==> config.mk <==
export PLATFORM = sky130hd
export DESIGN_NAME = xoshiro128pp_lane_seeder
export DESIGN_NICKNAME = d
export VERILOG_FILES = /design/src/xlseed_pkg.sv /design/src/xlseed_ctrl.sv /design/src/xlseed_dp.sv /design/src/xoshiro128pp_lane_seeder.sv
export SDC_FILE = /design/constraint.sdc
export NUM_CORES = 2
export LEC_CHECK = 0
export BUFFER_PORTS_ARGS = -buffer_cell sky130_fd_sc_hd__clkbuf_2
export CAP_MARGIN = 20
export CORE_MARGIN = 2
export CORE_UTILIZATION = 55
export DETAILED_ROUTE_END_ITERATION = 6
export PLACE_DENSITY = 0.72
export SETUP_SLACK_MARGIN = 0.5
export SLEW_MARGIN = 20
export SYNTH_ARGS = -nofsm -noshare
export SYNTH_HDL_FRONTEND = slang
export SYNTH_SLANG_ARGS = --single-unit
==> constraint.sdc <==
create_clock -name clk -period 40.6 [get_ports clk]
set_input_delay 12.18 -clock clk [delete_from_list [all_inputs] [get_ports clk]]
set_output_delay 12.18 -clock clk [all_outputs]
set_load 0.005 [all_outputs]
==> src/xlseed_pkg.sv <==
// Shared types, constants, command codes and functions for the xoshiro128++ lane seeder.
package xlseed_pkg;

  // Field widths.
  localparam int LANE_IDX_W = 10;
  localparam int COUNT_W    = 11;
  localparam int SEED_W     = 64;
  localparam int WORD_W     = 32;
  localparam int STEP_W     = 7;
  localparam int PHASE_W    = 4;

  // Largest lane count that a 10-bit lane index can address.
  localparam int INDEX_LANES = 1 << LANE_IDX_W;

  // Default for the lane limit parameter.
  localparam int DEF_MAX_LANES = 1024;

  // Configuration register indexes.
  localparam logic REG_SEED       = 1'b0;
  localparam logic REG_LANE_COUNT = 1'b1;

  // Splitmix64 constants.
  localparam logic [SEED_W-1:0] SM_GAMMA = 64'h9e3779b97f4a7c15;
  localparam logic [SEED_W-1:0] SM_MUL1  = 64'hbf58476d1ce4e5b9;
  localparam logic [SEED_W-1:0] SM_MUL2  = 64'h94d049bb133111eb;

  // Jump polynomial for the 2^64 jump, bit k applies at step k.
  localparam logic [127:0] JUMP_POLY = {32'h77f2db5b, 32'h6fa035c3,
                                        32'hf542d2d3, 32'h8764000b};
  localparam logic [STEP_W-1:0] STEP_LAST = 7'd127;

  // Splitmix round phases.
  localparam logic [PHASE_W-1:0] PH_XS30  = 4'd0;
  localparam logic [PHASE_W-1:0] PH_M1_0  = 4'd1;
  localparam logic [PHASE_W-1:0] PH_M1_1  = 4'd2;
  localparam logic [PHASE_W-1:0] PH_M1_2  = 4'd3;
  localparam logic [PHASE_W-1:0] PH_M1_3  = 4'd4;
  localparam logic [PHASE_W-1:0] PH_XS27  = 4'd5;
  localparam logic [PHASE_W-1:0] PH_M2_0  = 4'd6;
  localparam logic [PHASE_W-1:0] PH_M2_1  = 4'd7;
  localparam logic [PHASE_W-1:0] PH_M2_2  = 4'd8;
  localparam logic [PHASE_W-1:0] PH_M2_3  = 4'd9;
  localparam logic [PHASE_W-1:0] PH_FIN   = 4'd10;

  // Datapath operation codes.
  localparam logic [3:0] OP_NOP   = 4'd0;
  localparam logic [3:0] OP_LOAD  = 4'd1;
  localparam logic [3:0] OP_XS30  = 4'd2;
  localparam logic [3:0] OP_XS27  = 4'd3;
  localparam logic [3:0] OP_MUL0  = 4'd4;
  localparam logic [3:0] OP_MUL1  = 4'd5;
  localparam logic [3:0] OP_MUL2  = 4'd6;
  localparam logic [3:0] OP_MUL3  = 4'd7;
  localparam logic [3:0] OP_FIN   = 4'd8;
  localparam logic [3:0] OP_JCLR  = 4'd9;
  localparam logic [3:0] OP_JSTEP = 4'd10;
  localparam logic [3:0] OP_JEND  = 4'd11;
  localparam logic [3:0] OP_PUSH  = 4'd12;

  // Command from the controller to the datapath.
  typedef struct packed {
    logic [3:0]        op;
    logic              csel;   // 0: first multiplier constant, 1: second
    logic [1:0]        widx;   // state word written at the end of a round
    logic [STEP_W-1:0] step;   // jump step number
  } xlseed_cmd_t;

  typedef logic [WORD_W-1:0] word_t;

  // One xoshiro128 state step on four words packed {s3, s2, s1, s0}.
  function automatic logic [4*WORD_W-1:0] xo_advance(input logic [4*WORD_W-1:0] s);
    logic [WORD_W-1:0] s0, s1, s2, s3, t;
    s0 = s[WORD_W-1:0];
    s1 = s[2*WORD_W-1:WORD_W];
    s2 = s[3*WORD_W-1:2*WORD_W];
    s3 = s[4*WORD_W-1:3*WORD_W];
    t  = s1 << 9;
    s2 = s2 ^ s0;
    s3 = s3 ^ s1;
    s1 = s1 ^ s2;
    s0 = s0 ^ s3;
    s2 = s2 ^ t;
    s3 = {s3[WORD_W-12:0], s3[WORD_W-1:WORD_W-11]};
    return {s3, s2, s1, s0};
  endfunction

endpackage

==> src/xlseed_ctrl.sv <==
// Controller state machine that sequences the seeding and jump work.
module xlseed_ctrl
  import xlseed_pkg::*;
(
  input  logic        clk,
  input  logic        rst,
  input  logic        req_valid,
  output logic        req_ready,
  input  logic        restart,
  output logic        lane_valid,
  input  logic        lane_ready,
  input  logic        need_seed,
  output xlseed_cmd_t cmd
);

  localparam logic [2:0] S_IDLE = 3'd0;
  localparam logic [2:0] S_LOAD = 3'd1;
  localparam logic [2:0] S_SEED = 3'd2;
  localparam logic [2:0] S_JCLR = 3'd3;
  localparam logic [2:0] S_JUMP = 3'd4;
  localparam logic [2:0] S_JEND = 3'd5;
  localparam logic [2:0] S_PUSH = 3'd6;

  logic [2:0]         state, state_next;
  logic [PHASE_W-1:0] phase, phase_next;
  logic [1:0]         round, round_next;
  logic [STEP_W-1:0]  step, step_next;
  logic               lane_valid_next;

  assign req_ready = (state == S_IDLE) && !rst;

  // Next state and command decode.
  always_comb begin
    state_next      = state;
    phase_next      = phase;
    round_next      = round;
    step_next       = step;
    lane_valid_next = lane_ready ? 1'b0 : lane_valid;
    cmd.op          = OP_NOP;
    cmd.csel        = (phase >= PH_M2_0);
    cmd.widx        = round;
    cmd.step        = step;
    case (state)
      S_IDLE: begin
        if (req_valid && req_ready) begin
          state_next = (restart || need_seed) ? S_LOAD : S_JCLR;
        end
      end
      S_LOAD: begin
        cmd.op     = OP_LOAD;
        phase_next = PH_XS30;
        round_next = 2'd0;
        state_next = S_SEED;
      end
      S_SEED: begin
        case (phase)
          PH_XS30: cmd.op = OP_XS30;
          PH_M1_0: cmd.op = OP_MUL0;
          PH_M1_1: cmd.op = OP_MUL1;
          PH_M1_2: cmd.op = OP_MUL2;
          PH_M1_3: cmd.op = OP_MUL3;
          PH_XS27: cmd.op = OP_XS27;
          PH_M2_0: cmd.op = OP_MUL0;
          PH_M2_1: cmd.op = OP_MUL1;
          PH_M2_2: cmd.op = OP_MUL2;
          PH_M2_3: cmd.op = OP_MUL3;
          PH_FIN:  cmd.op = OP_FIN;
          default: cmd.op = OP_NOP;
        endcase
        if (phase == PH_FIN) begin
          phase_next = PH_XS30;
          round_next = round + 2'd1;
          if (round == 2'd3) begin
            state_next = S_PUSH;
          end
        end else begin
          phase_next = phase + 4'd1;
        end
      end
      S_JCLR: begin
        cmd.op     = OP_JCLR;
        step_next  = '0;
        state_next = S_JUMP;
      end
      S_JUMP: begin
        cmd.op    = OP_JSTEP;
        step_next = step + 7'd1;
        if (step == STEP_LAST) begin
          state_next = S_JEND;
        end
      end
      S_JEND: begin
        cmd.op     = OP_JEND;
        state_next = S_PUSH;
      end
      S_PUSH: begin
        // Load the output register once it is free or being emptied.
        if (!lane_valid || lane_ready) begin
          cmd.op          = OP_PUSH;
          lane_valid_next = 1'b1;
          state_next      = S_IDLE;
        end
      end
      default: state_next = S_IDLE;
    endcase
  end

  // Control registers.
  always_ff @(posedge clk) begin
    if (rst) begin
      state      <= S_IDLE;
      phase      <= '0;
      round      <= '0;
      step       <= '0;
      lane_valid <= 1'b0;
    end else begin
      state      <= state_next;
      phase      <= phase_next;
      round      <= round_next;
      step       <= step_next;
      lane_valid <= lane_valid_next;
    end
  end

endmodule

==> src/xlseed_dp.sv <==
// Datapath: configuration, splitmix64 chain, jump accumulators and output register.
module xlseed_dp
  import xlseed_pkg::*;
#(
  parameter int MAX_LANES = DEF_MAX_LANES
)
(
  input  logic                  clk,
  input  logic                  rst,
  input  logic                  cfg_we,
  input  logic                  cfg_index,
  input  logic [SEED_W-1:0]     cfg_data,
  input  xlseed_cmd_t           cmd,
  output logic                  need_seed,
  output logic [LANE_IDX_W-1:0] lane_index,
  output logic [WORD_W-1:0]     word0,
  output logic [WORD_W-1:0]     word1,
  output logic [WORD_W-1:0]     word2,
  output logic [WORD_W-1:0]     word3,
  output logic                  last
);

  // Lane count clamp: the parameter and the index width both bound it.
  localparam int CLAMP_I = (MAX_LANES < INDEX_LANES) ? MAX_LANES : INDEX_LANES;
  localparam logic [COUNT_W-1:0] CLAMP = COUNT_W'(CLAMP_I);

  logic [SEED_W-1:0]     seed;
  logic [COUNT_W-1:0]    lane_count;
  logic [COUNT_W-1:0]    eff_count;
  logic [COUNT_W-1:0]    last_idx;
  logic [SEED_W-1:0]     z;
  logic [SEED_W-1:0]     acc;
  logic [SEED_W-1:0]     prod;
  logic [SEED_W-1:0]     mul_const;
  logic [WORD_W-1:0]     mul_a, mul_b;
  logic [SEED_W-1:0]     mix_out;
  word_t                 lane_state [4];
  word_t                 jump_accum [4];
  logic [4*WORD_W-1:0]   state_flat;
  logic [4*WORD_W-1:0]   state_adv;
  logic [LANE_IDX_W-1:0] lane_counter;
  logic                  started;

  // Configuration registers.
  always_ff @(posedge clk) begin
    if (rst) begin
      seed       <= '0;
      lane_count <= COUNT_W'(1);
    end else if (cfg_we) begin
      case (cfg_index)
        REG_SEED:       seed       <= cfg_data;
        REG_LANE_COUNT: lane_count <= cfg_data[COUNT_W-1:0];
        default:        seed       <= seed;
      endcase
    end
  end

  // Effective lane count and the restart condition.
  always_comb begin
    if (lane_count == '0) begin
      eff_count = COUNT_W'(1);
    end else if (lane_count > CLAMP) begin
      eff_count = CLAMP;
    end else begin
      eff_count = lane_count;
    end
  end
  assign last_idx  = eff_count - COUNT_W'(1);
  assign need_seed = !started || ({1'b0, lane_counter} >= last_idx);

  // Shared 32x32 multiplier for the 64-bit splitmix products.
  assign mul_const = cmd.csel ? SM_MUL2 : SM_MUL1;
  always_comb begin
    case (cmd.op)
      OP_MUL1: begin
        mul_a = z[WORD_W-1:0];
        mul_b = mul_const[SEED_W-1:WORD_W];
      end
      OP_MUL2: begin
        mul_a = z[SEED_W-1:WORD_W];
        mul_b = mul_const[WORD_W-1:0];
      end
      default: begin
        mul_a = z[WORD_W-1:0];
        mul_b = mul_const[WORD_W-1:0];
      end
    endcase
  end

  assign mix_out    = z ^ (z >> 31);
  assign state_flat = {lane_state[3], lane_state[2], lane_state[1], lane_state[0]};
  assign state_adv  = xo_advance(state_flat);

  // Splitmix chain register and multiplier product pipeline.
  always_ff @(posedge clk) begin
    case (cmd.op)
      OP_LOAD: z <= seed + SM_GAMMA;
      OP_XS30: z <= z ^ (z >> 30);
      OP_XS27: z <= z ^ (z >> 27);
      OP_MUL0: prod <= {32'b0, mul_a} * {32'b0, mul_b};
      OP_MUL1: begin
        acc  <= prod;
        prod <= {32'b0, mul_a} * {32'b0, mul_b};
      end
      OP_MUL2: begin
        acc[SEED_W-1:WORD_W] <= acc[SEED_W-1:WORD_W] + prod[WORD_W-1:0];
        prod <= {32'b0, mul_a} * {32'b0, mul_b};
      end
      OP_MUL3: z <= {acc[SEED_W-1:WORD_W] + prod[WORD_W-1:0], acc[WORD_W-1:0]};
      OP_FIN:  z <= mix_out + SM_GAMMA;
      default: z <= z;
    endcase
  end

  // Lane state and jump accumulators.
  always_ff @(posedge clk) begin
    case (cmd.op)
      OP_FIN: lane_state[cmd.widx] <= mix_out[WORD_W-1:0];
      OP_JCLR: begin
        for (int i = 0; i < 4; i++) begin
          jump_accum[i] <= '0;
        end
      end
      OP_JSTEP: begin
        for (int i = 0; i < 4; i++) begin
          if (JUMP_POLY[cmd.step]) begin
            jump_accum[i] <= jump_accum[i] ^ lane_state[i];
          end
          lane_state[i] <= state_adv[i*WORD_W +: WORD_W];
        end
      end
      OP_JEND: begin
        for (int i = 0; i < 4; i++) begin
          lane_state[i] <= jump_accum[i];
        end
      end
      default: lane_state[0] <= lane_state[0];
    endcase
  end

  // Lane counter and started flag.
  always_ff @(posedge clk) begin
    if (rst) begin
      lane_counter <= '0;
      started      <= 1'b0;
    end else if (cmd.op == OP_FIN && cmd.widx == 2'd3) begin
      lane_counter <= '0;
      started      <= 1'b1;
    end else if (cmd.op == OP_JEND) begin
      lane_counter <= lane_counter + LANE_IDX_W'(1);
    end
  end

  // Output register, loaded when a finished word moves out.
  always_ff @(posedge clk) begin
    if (cmd.op == OP_PUSH) begin
      lane_index <= lane_counter;
      word0      <= lane_state[0];
      word1      <= lane_state[1];
      word2      <= lane_state[2];
      word3      <= lane_state[3];
      last       <= ({1'b0, lane_counter} == last_idx);
    end
  end

endmodule

==> src/xoshiro128pp_lane_seeder.sv <==
// Top level of the xoshiro128++ lane seeder: controller plus datapath.
// A restart word, or one that follows the last lane, runs a load step, four splitmix64
// rounds on one shared 32x32 multiplier (xor-shift 30, multiply, xor-shift 27, multiply,
// final mix) and an output step.
// A next-lane word runs a clear step, 128 jump steps, a write-back step and an output step.
// A new word is taken only once the last one has been loaded into the output register.
// Synchronous reset clears the controller, lane counter and seed, and sets the lane count to 1.
module xoshiro128pp_lane_seeder
  import xlseed_pkg::*;
#(
  parameter int MAX_LANES = DEF_MAX_LANES
)
(
  input  logic                  clk,
  input  logic                  rst,
  input  logic                  cfg_we,
  input  logic                  cfg_index,
  input  logic [SEED_W-1:0]     cfg_data,
  input  logic                  req_valid,
  output logic                  req_ready,
  input  logic                  restart,
  output logic                  lane_valid,
  input  logic                  lane_ready,
  output logic [LANE_IDX_W-1:0] lane_index,
  output logic [WORD_W-1:0]     word0,
  output logic [WORD_W-1:0]     word1,
  output logic [WORD_W-1:0]     word2,
  output logic [WORD_W-1:0]     word3,
  output logic                  last
);

  xlseed_cmd_t cmd;
  logic        need_seed;

  // Sequencer.
  xlseed_ctrl u_ctrl (
    .clk        (clk),
    .rst        (rst),
    .req_valid  (req_valid),
    .req_ready  (req_ready),
    .restart    (restart),
    .lane_valid (lane_valid),
    .lane_ready (lane_ready),
    .need_seed  (need_seed),
    .cmd        (cmd)
  );

  // Arithmetic and storage.
  xlseed_dp #(
    .MAX_LANES (MAX_LANES)
  ) u_dp (
    .clk        (clk),
    .rst        (rst),
    .cfg_we     (cfg_we),
    .cfg_index  (cfg_index),
    .cfg_data   (cfg_data),
    .cmd        (cmd),
    .need_seed  (need_seed),
    .lane_index (lane_index),
    .word0      (word0),
    .word1      (word1),
    .word2      (word2),
    .word3      (word3),
    .last       (last)
  );

endmodule

Word level (Yosys, flattened, before mapping)
Memories as Yosys holds them, arrays and structs flattened. A register that Yosys moved wholly into a read port is not among the register bits.
Cells that the tools add are included.
- flip-flop bits (word level): 434
- memory bits (writable): 256
- output and inout port bits: 141
- memories: 4
- input bits: 71
- logic and storage cells: 161
- ROM bits: 192
- bitwise operators: 22
- equal/unequal tests: 27
- muxes and demuxes: 53
- add/subtract/negate cells: 8
- order comparisons: 4
- $mul: 1
- reduce and logical (&&, ||, !) cells: 23
- memory list (memory ; depth ; bits a word ; rd ports ; clocked after Yosys merged registers in ; wr ports ; line ; text):
    (name not given) ; 128 ; 1 ; 1 ; 1 ; 0 ; xlseed_dp.sv:126 ; if (JUMP_POLY[cmd.step]) begin
    u_dp.jump_accum ; 4 ; 32 ; 4 ; 0 ; 4 ; xlseed_dp.sv:38 ; word_t jump_accum [4];
    u_dp.lane_state ; 4 ; 32 ; 4 ; 0 ; 4 ; xlseed_dp.sv:37 ; word_t lane_state [4];
    (name not given) ; 16 ; 4 ; 1 ; 1 ; 0 ; xlseed_ctrl.sv:56 ; case (phase)
- operators by type and width (cell ; number):
    $mux 32 ; 12
    $pmux 64 s5 ; 1
    $xor 32x32->32 ; 9
    $add 64x64->64 const B ; 2
    $mul 32x32->64 ; 1
    $pmux 32 s2 ; 1
    $xor 64x33->64 ; 1
    $xor 64x34->64 ; 1
    $xor 64x37->64 ; 1
    $mux 62 ; 1
    $add 32x32->32 ; 1
    $reduce_or 32->1 ; 1
    $eq 4x4->1 const B ; 6
    $pmux 4 s6 ; 1
    $mux 11 ; 2
    $pmux 3 s7 ; 1
    $mux 1 ; 17
    $eq 4x3->1 const B ; 4
    $mux 4 ; 4
    $mux 3 ; 5
    $mux 7 ; 2
    $pmux 7 s2 ; 1
    $eq 10x11->1 ; 1
    $ge 10x11->1 ; 1
    other kinds (34) ; 61

Longest topological paths before layout
- word-level depth: 11
- gate-level depth with buffers: 40
- depth with buffers taken out: 35

Modules after synthesis
A second synthesis with hierarchy kept.
- cell total of the unflattened synthesis: 6472
- area, all modules: 65071.2 µm²
- modules (own cells, without submodules) (module ; seq. area each (µm²) ; area each (µm²) ; cells an instance ; times used):
    xlseed_dp ; 19348.6 ; 63721.1 ; 6310 ; 1
    xlseed_ctrl ; 420.4 ; 1350.0 ; 162 ; 1

Least setup slack after synthesis
OpenSTA, ideal clock, no wires.
- path kind: in2out
- from: in rst
- to: out req_ready
- stages on the path: 4
- slack: 15346 ps
- path buffers: 3
- arrival: 13074 ps
- required time: 28420 ps
- cell sequence: clkbuf_1 -> clkbuf_1 -> buf_1 -> nor4_1
- word-level cells in the longest chain between the ends: 2
- ends and longest elaborated chain (element ; line ; text):
    from (decl) ; xoshiro128pp_lane_seeder.sv:15 ; input logic rst,
    $logic_not 1->1 ; xlseed_ctrl.sv:30 ; assign req_ready = (state == S_IDLE) && !rst;
    $logic_and 1x1->1 ; xlseed_ctrl.sv:30 ;
    to (decl) ; xoshiro128pp_lane_seeder.sv:20 ; output logic req_ready,
Every way passes these cells.

Final worst setup path
Same ends and word-level chain as after synthesis.

==> run_results.csv <==
group,metric,value,unit
drt,vias_per_cell,5.952,
clock_network,cts_tree,"yes",
layout,synthToLayoutAreaGrowth,7.174,%
drt,antenna_left,0,
synthesis,synth_seq_cells,695,
die,die_area,121100,µm²
layout,drive_above_1_share,0.07390,
timing,fin_setup_tns,0,ps
global_route,grt_use_total,0.3282,
timing,setup_viol,0,
die,start_util,0.5527,
clock_network,numCtsBuffers,68,
timing,fin_crit,24960,ps
worst_setup_path,critPathKind,"input pin to output port",
clock_network,postCtsHoldBufs,0,
drt,finalWirelength,198300,µm
synthesis,syn-num-nets,7687,
run_status,outcome,"finished, final reports clean",
die,io_pins,212,
synthesis,syn_area,65090,µm²
clock_network,h-tree-depth,3,
synthesis,async_flop_share,0,
die,core-area,117800,µm²
die,fp.dieH,348.0,µm
drt,firstDrtPassIters,6,
layout,nets,7765,
timing,fin_crit_sh,0.6147,
die,die_x,348.0,µm
placement,io_buffer_count,211,
drt,initialDrtViolationCount,4443,
worst_setup_path,cp_max_fo,39,
synthesis,synthFlopType,"edfxtp_1",
global_route,grt_antenna_before_repair,1,
die,num_rows,126,
synthesis,synth_edf_count,587,
clock_network,clk_path_buf_depth,3,
timing,setup_ws,15640,ps
worst_setup_path,worstPathArrival,12780,ps
layout,multi_input_area,40410,µm²
clock_network,clk_pin_slew,60,ps
run,cap_violations,0,
drt,drc,0,
worst_setup_path,start_kind,"input pin",
timing,rsz0062_at_grt,"no",
hold_path,holdCritStartpoint,"u_dp.seed[51]$_SDFFE_PP0P_",
clock_network,cts-resized-gates,0,
worst_setup_path,cp-startpoint,"rst",
clock_network,clock_sinks,695,
placement,post-place-ws,15640,ps
placement,place_hpwl,156100,µm
drt,vias,47962,
global_route,grt_first_pass_wirelength,298900,µm
clock_network,root_buffer,"clkbuf_16",
synthesis,synth-seq-area-share,0.3040,
timing,drv_slew,0,
clock_network,post_cts_buffers,0,
timing,final_hold_viol_count,0,
global_route,grt.overflow.total,0,
timing,tightest_slew,1114,ps
worst_setup_path,cp-end-kind,"output port",
synthesis,avgSynthCellArea,10.18,µm²
layout,regArea,19790,µm²
synthesis,synth.distinct_cells,99,
timing,maxSlewHeadroom,0.2577,
worst_setup_path,required,28420,ps
placement,routabilityCongestion,0.9674,
synthesis,yosysWarnings,0,
global_route,grt_max_degree,102,
layout,fill_cells,9994,
timing,max_freq,40.07,MHz
clock_network,clock_latency,630,ps
worst_setup_path,r2r-start,"u_ctrl.state[1]$_SDFFE_PP0P_",
layout,num_antenna_cells,0,
drt,wire_per_inst,24.61,µm
synthesis,syn_inst,6394,
global_route,grt_pass1_vias,48452,
timing,skew,25.51,ps
hold_path,worstHoldPathType,"flip-flop to flip-flop",
[metrics by stage]
step / util / hold WS [ps] / cells / area (µm²)
final: 0.5924 / 468.8 / 8058 / 69760
after global placement: 0.5744 / 448.9 / 7938 / 67640
after detailed placement: 0.5744 / 458.6 / 7938 / 67650
after CTS: 0.5924 / 467.2 / 8058 / 69760
after global routing: 0.5924 / 488.0 / 8058 / 69760
after floorplan: - / 424.4 / 6394 / 65090
[sequential cells by signal, summed over array words and instances, names as in the netlist, named ones only]
register           count
u_dp.lane_state      128
u_dp.lane_counter     10
u_dp.word3            32
u_dp.jump_accum      128
u_ctrl.round           2
u_dp.lane_count       11
u_dp.last              1
u_ctrl.phase           4
u_dp.started           1
u_ctrl.lane_valid      1
u_ctrl.step            7
u_dp.seed             64
u_dp.acc              64
u_dp.word2            32
u_dp.prod             64
u_dp.z                64
u_dp.word0            32
u_dp.lane_index       10
u_dp.word1            32
u_ctrl.state           3
[worst max-delay path, cell delays in order]
cell and delay [ps]:
buf_4 230, nor4_1 200, clkbuf_2 160
[cells in the final DEF, fill, tap and decap left out, types with 75 or more instances in the layout]
cell type	count
nand2_1	427
o21ai_0	254
clkbuf_2	210
inv_1	1034
and2_1	80
nand2b_1	91
fa_1	797
nor2_1	546
ha_1	422
edfxtp_1	587
dfxtp_1	108
buf_4	75
xnor2_1	385
xor2_1	150
a21oi_1	407
[worst paths after layout]
kind                                                   end  slack, ps  cells after the start
worst max-delay path                             req_ready      15640                      3
worst min-delay path            u_dp.seed[51]$_SDFFE_PP0P_        470                      2
worst max register to register     u_dp.prod[43]$_DFFE_PP_      28260                     36
worst min register to register  u_dp.seed[51]$_SDFFE_PP0P_        470                      2
[layout make-up]
cell class	count	share of cell area
sequential	695	0.2837
tap	1536	0.02755
multi-input combinational	4380	0.5793
clock inverter	36	0.003964
clock buffer	84	0.02635
timing repair buffer	285	0.02314
inverter	1042	0.05607
[logic make-up (layout without fill, tap and decap cells)]
group | count (synthesis) | in the layout | share of synthesized area
flops | 695 | 695 | 0.3040
compound gates | 1124 | 1124 | 0.1093
fa+ha+maj | 1222 | 1222 | 0.3268
simple gates | 1426 | 1426 | 0.09882
xor+xnor | 535 | 535 | 0.07199
mux | 73 | 73 | 0.01180
buf+inv | 1319 | 1447 | 0.07722
[metal layers]
layer	up-vias	wire (µm)	part of all wire	global-route usage
li1	21202	-	-	-
met1	23819	77430	0.39	0.4285
met2	2495	94860	0.48	0.5454
met3	446	16360	0.082	0.05169
met4	0	9691	0.049	0.1406
met5	-	0	0	0
[synthesized netlist by cell type (all sizes together), types with 6 or more instances]
master	number	area share
a41oi	8	0.0012
dfxtp	108	0.033
nand4	29	0.0028
edfxtp	587	0.27
o221ai	34	0.0046
inv	1036	0.060
clkinv	6	0.00035
o31ai	15	0.0019
nor3	47	0.0037
o22ai	28	0.0027
o21bai	39	0.0045
nor4	23	0.0025
nor2b	36	0.0035
xnor2	385	0.052
nor2	557	0.032
o31a	8	0.0011
or2	18	0.0017
a221oi	28	0.0038
o211ai	16	0.0020
ha	425	0.082
and3	23	0.0022
and2	81	0.0078
o32ai	6	0.00081
nand3	48	0.0037
mux2i	43	0.0066
a221o	49	0.0075
o21ai	260	0.020
clkbuf	231	0.013
nand2b	92	0.0088
a21oi	409	0.032
or3	14	0.0013
nand2	434	0.025
a31oi	29	0.0031
a2111oi	6	0.00083
o21a	25	0.0029
buf	46	0.0038
mux2	30	0.0052
a211oi	20	0.0024
a21o	71	0.0082
xor2	150	0.020
a22oi	15	0.0017
fa	797	0.25
Power is left out: the tool's default activity adds up to more than one toggle a clock period on the data nets, which glitch-free logic cannot reach.
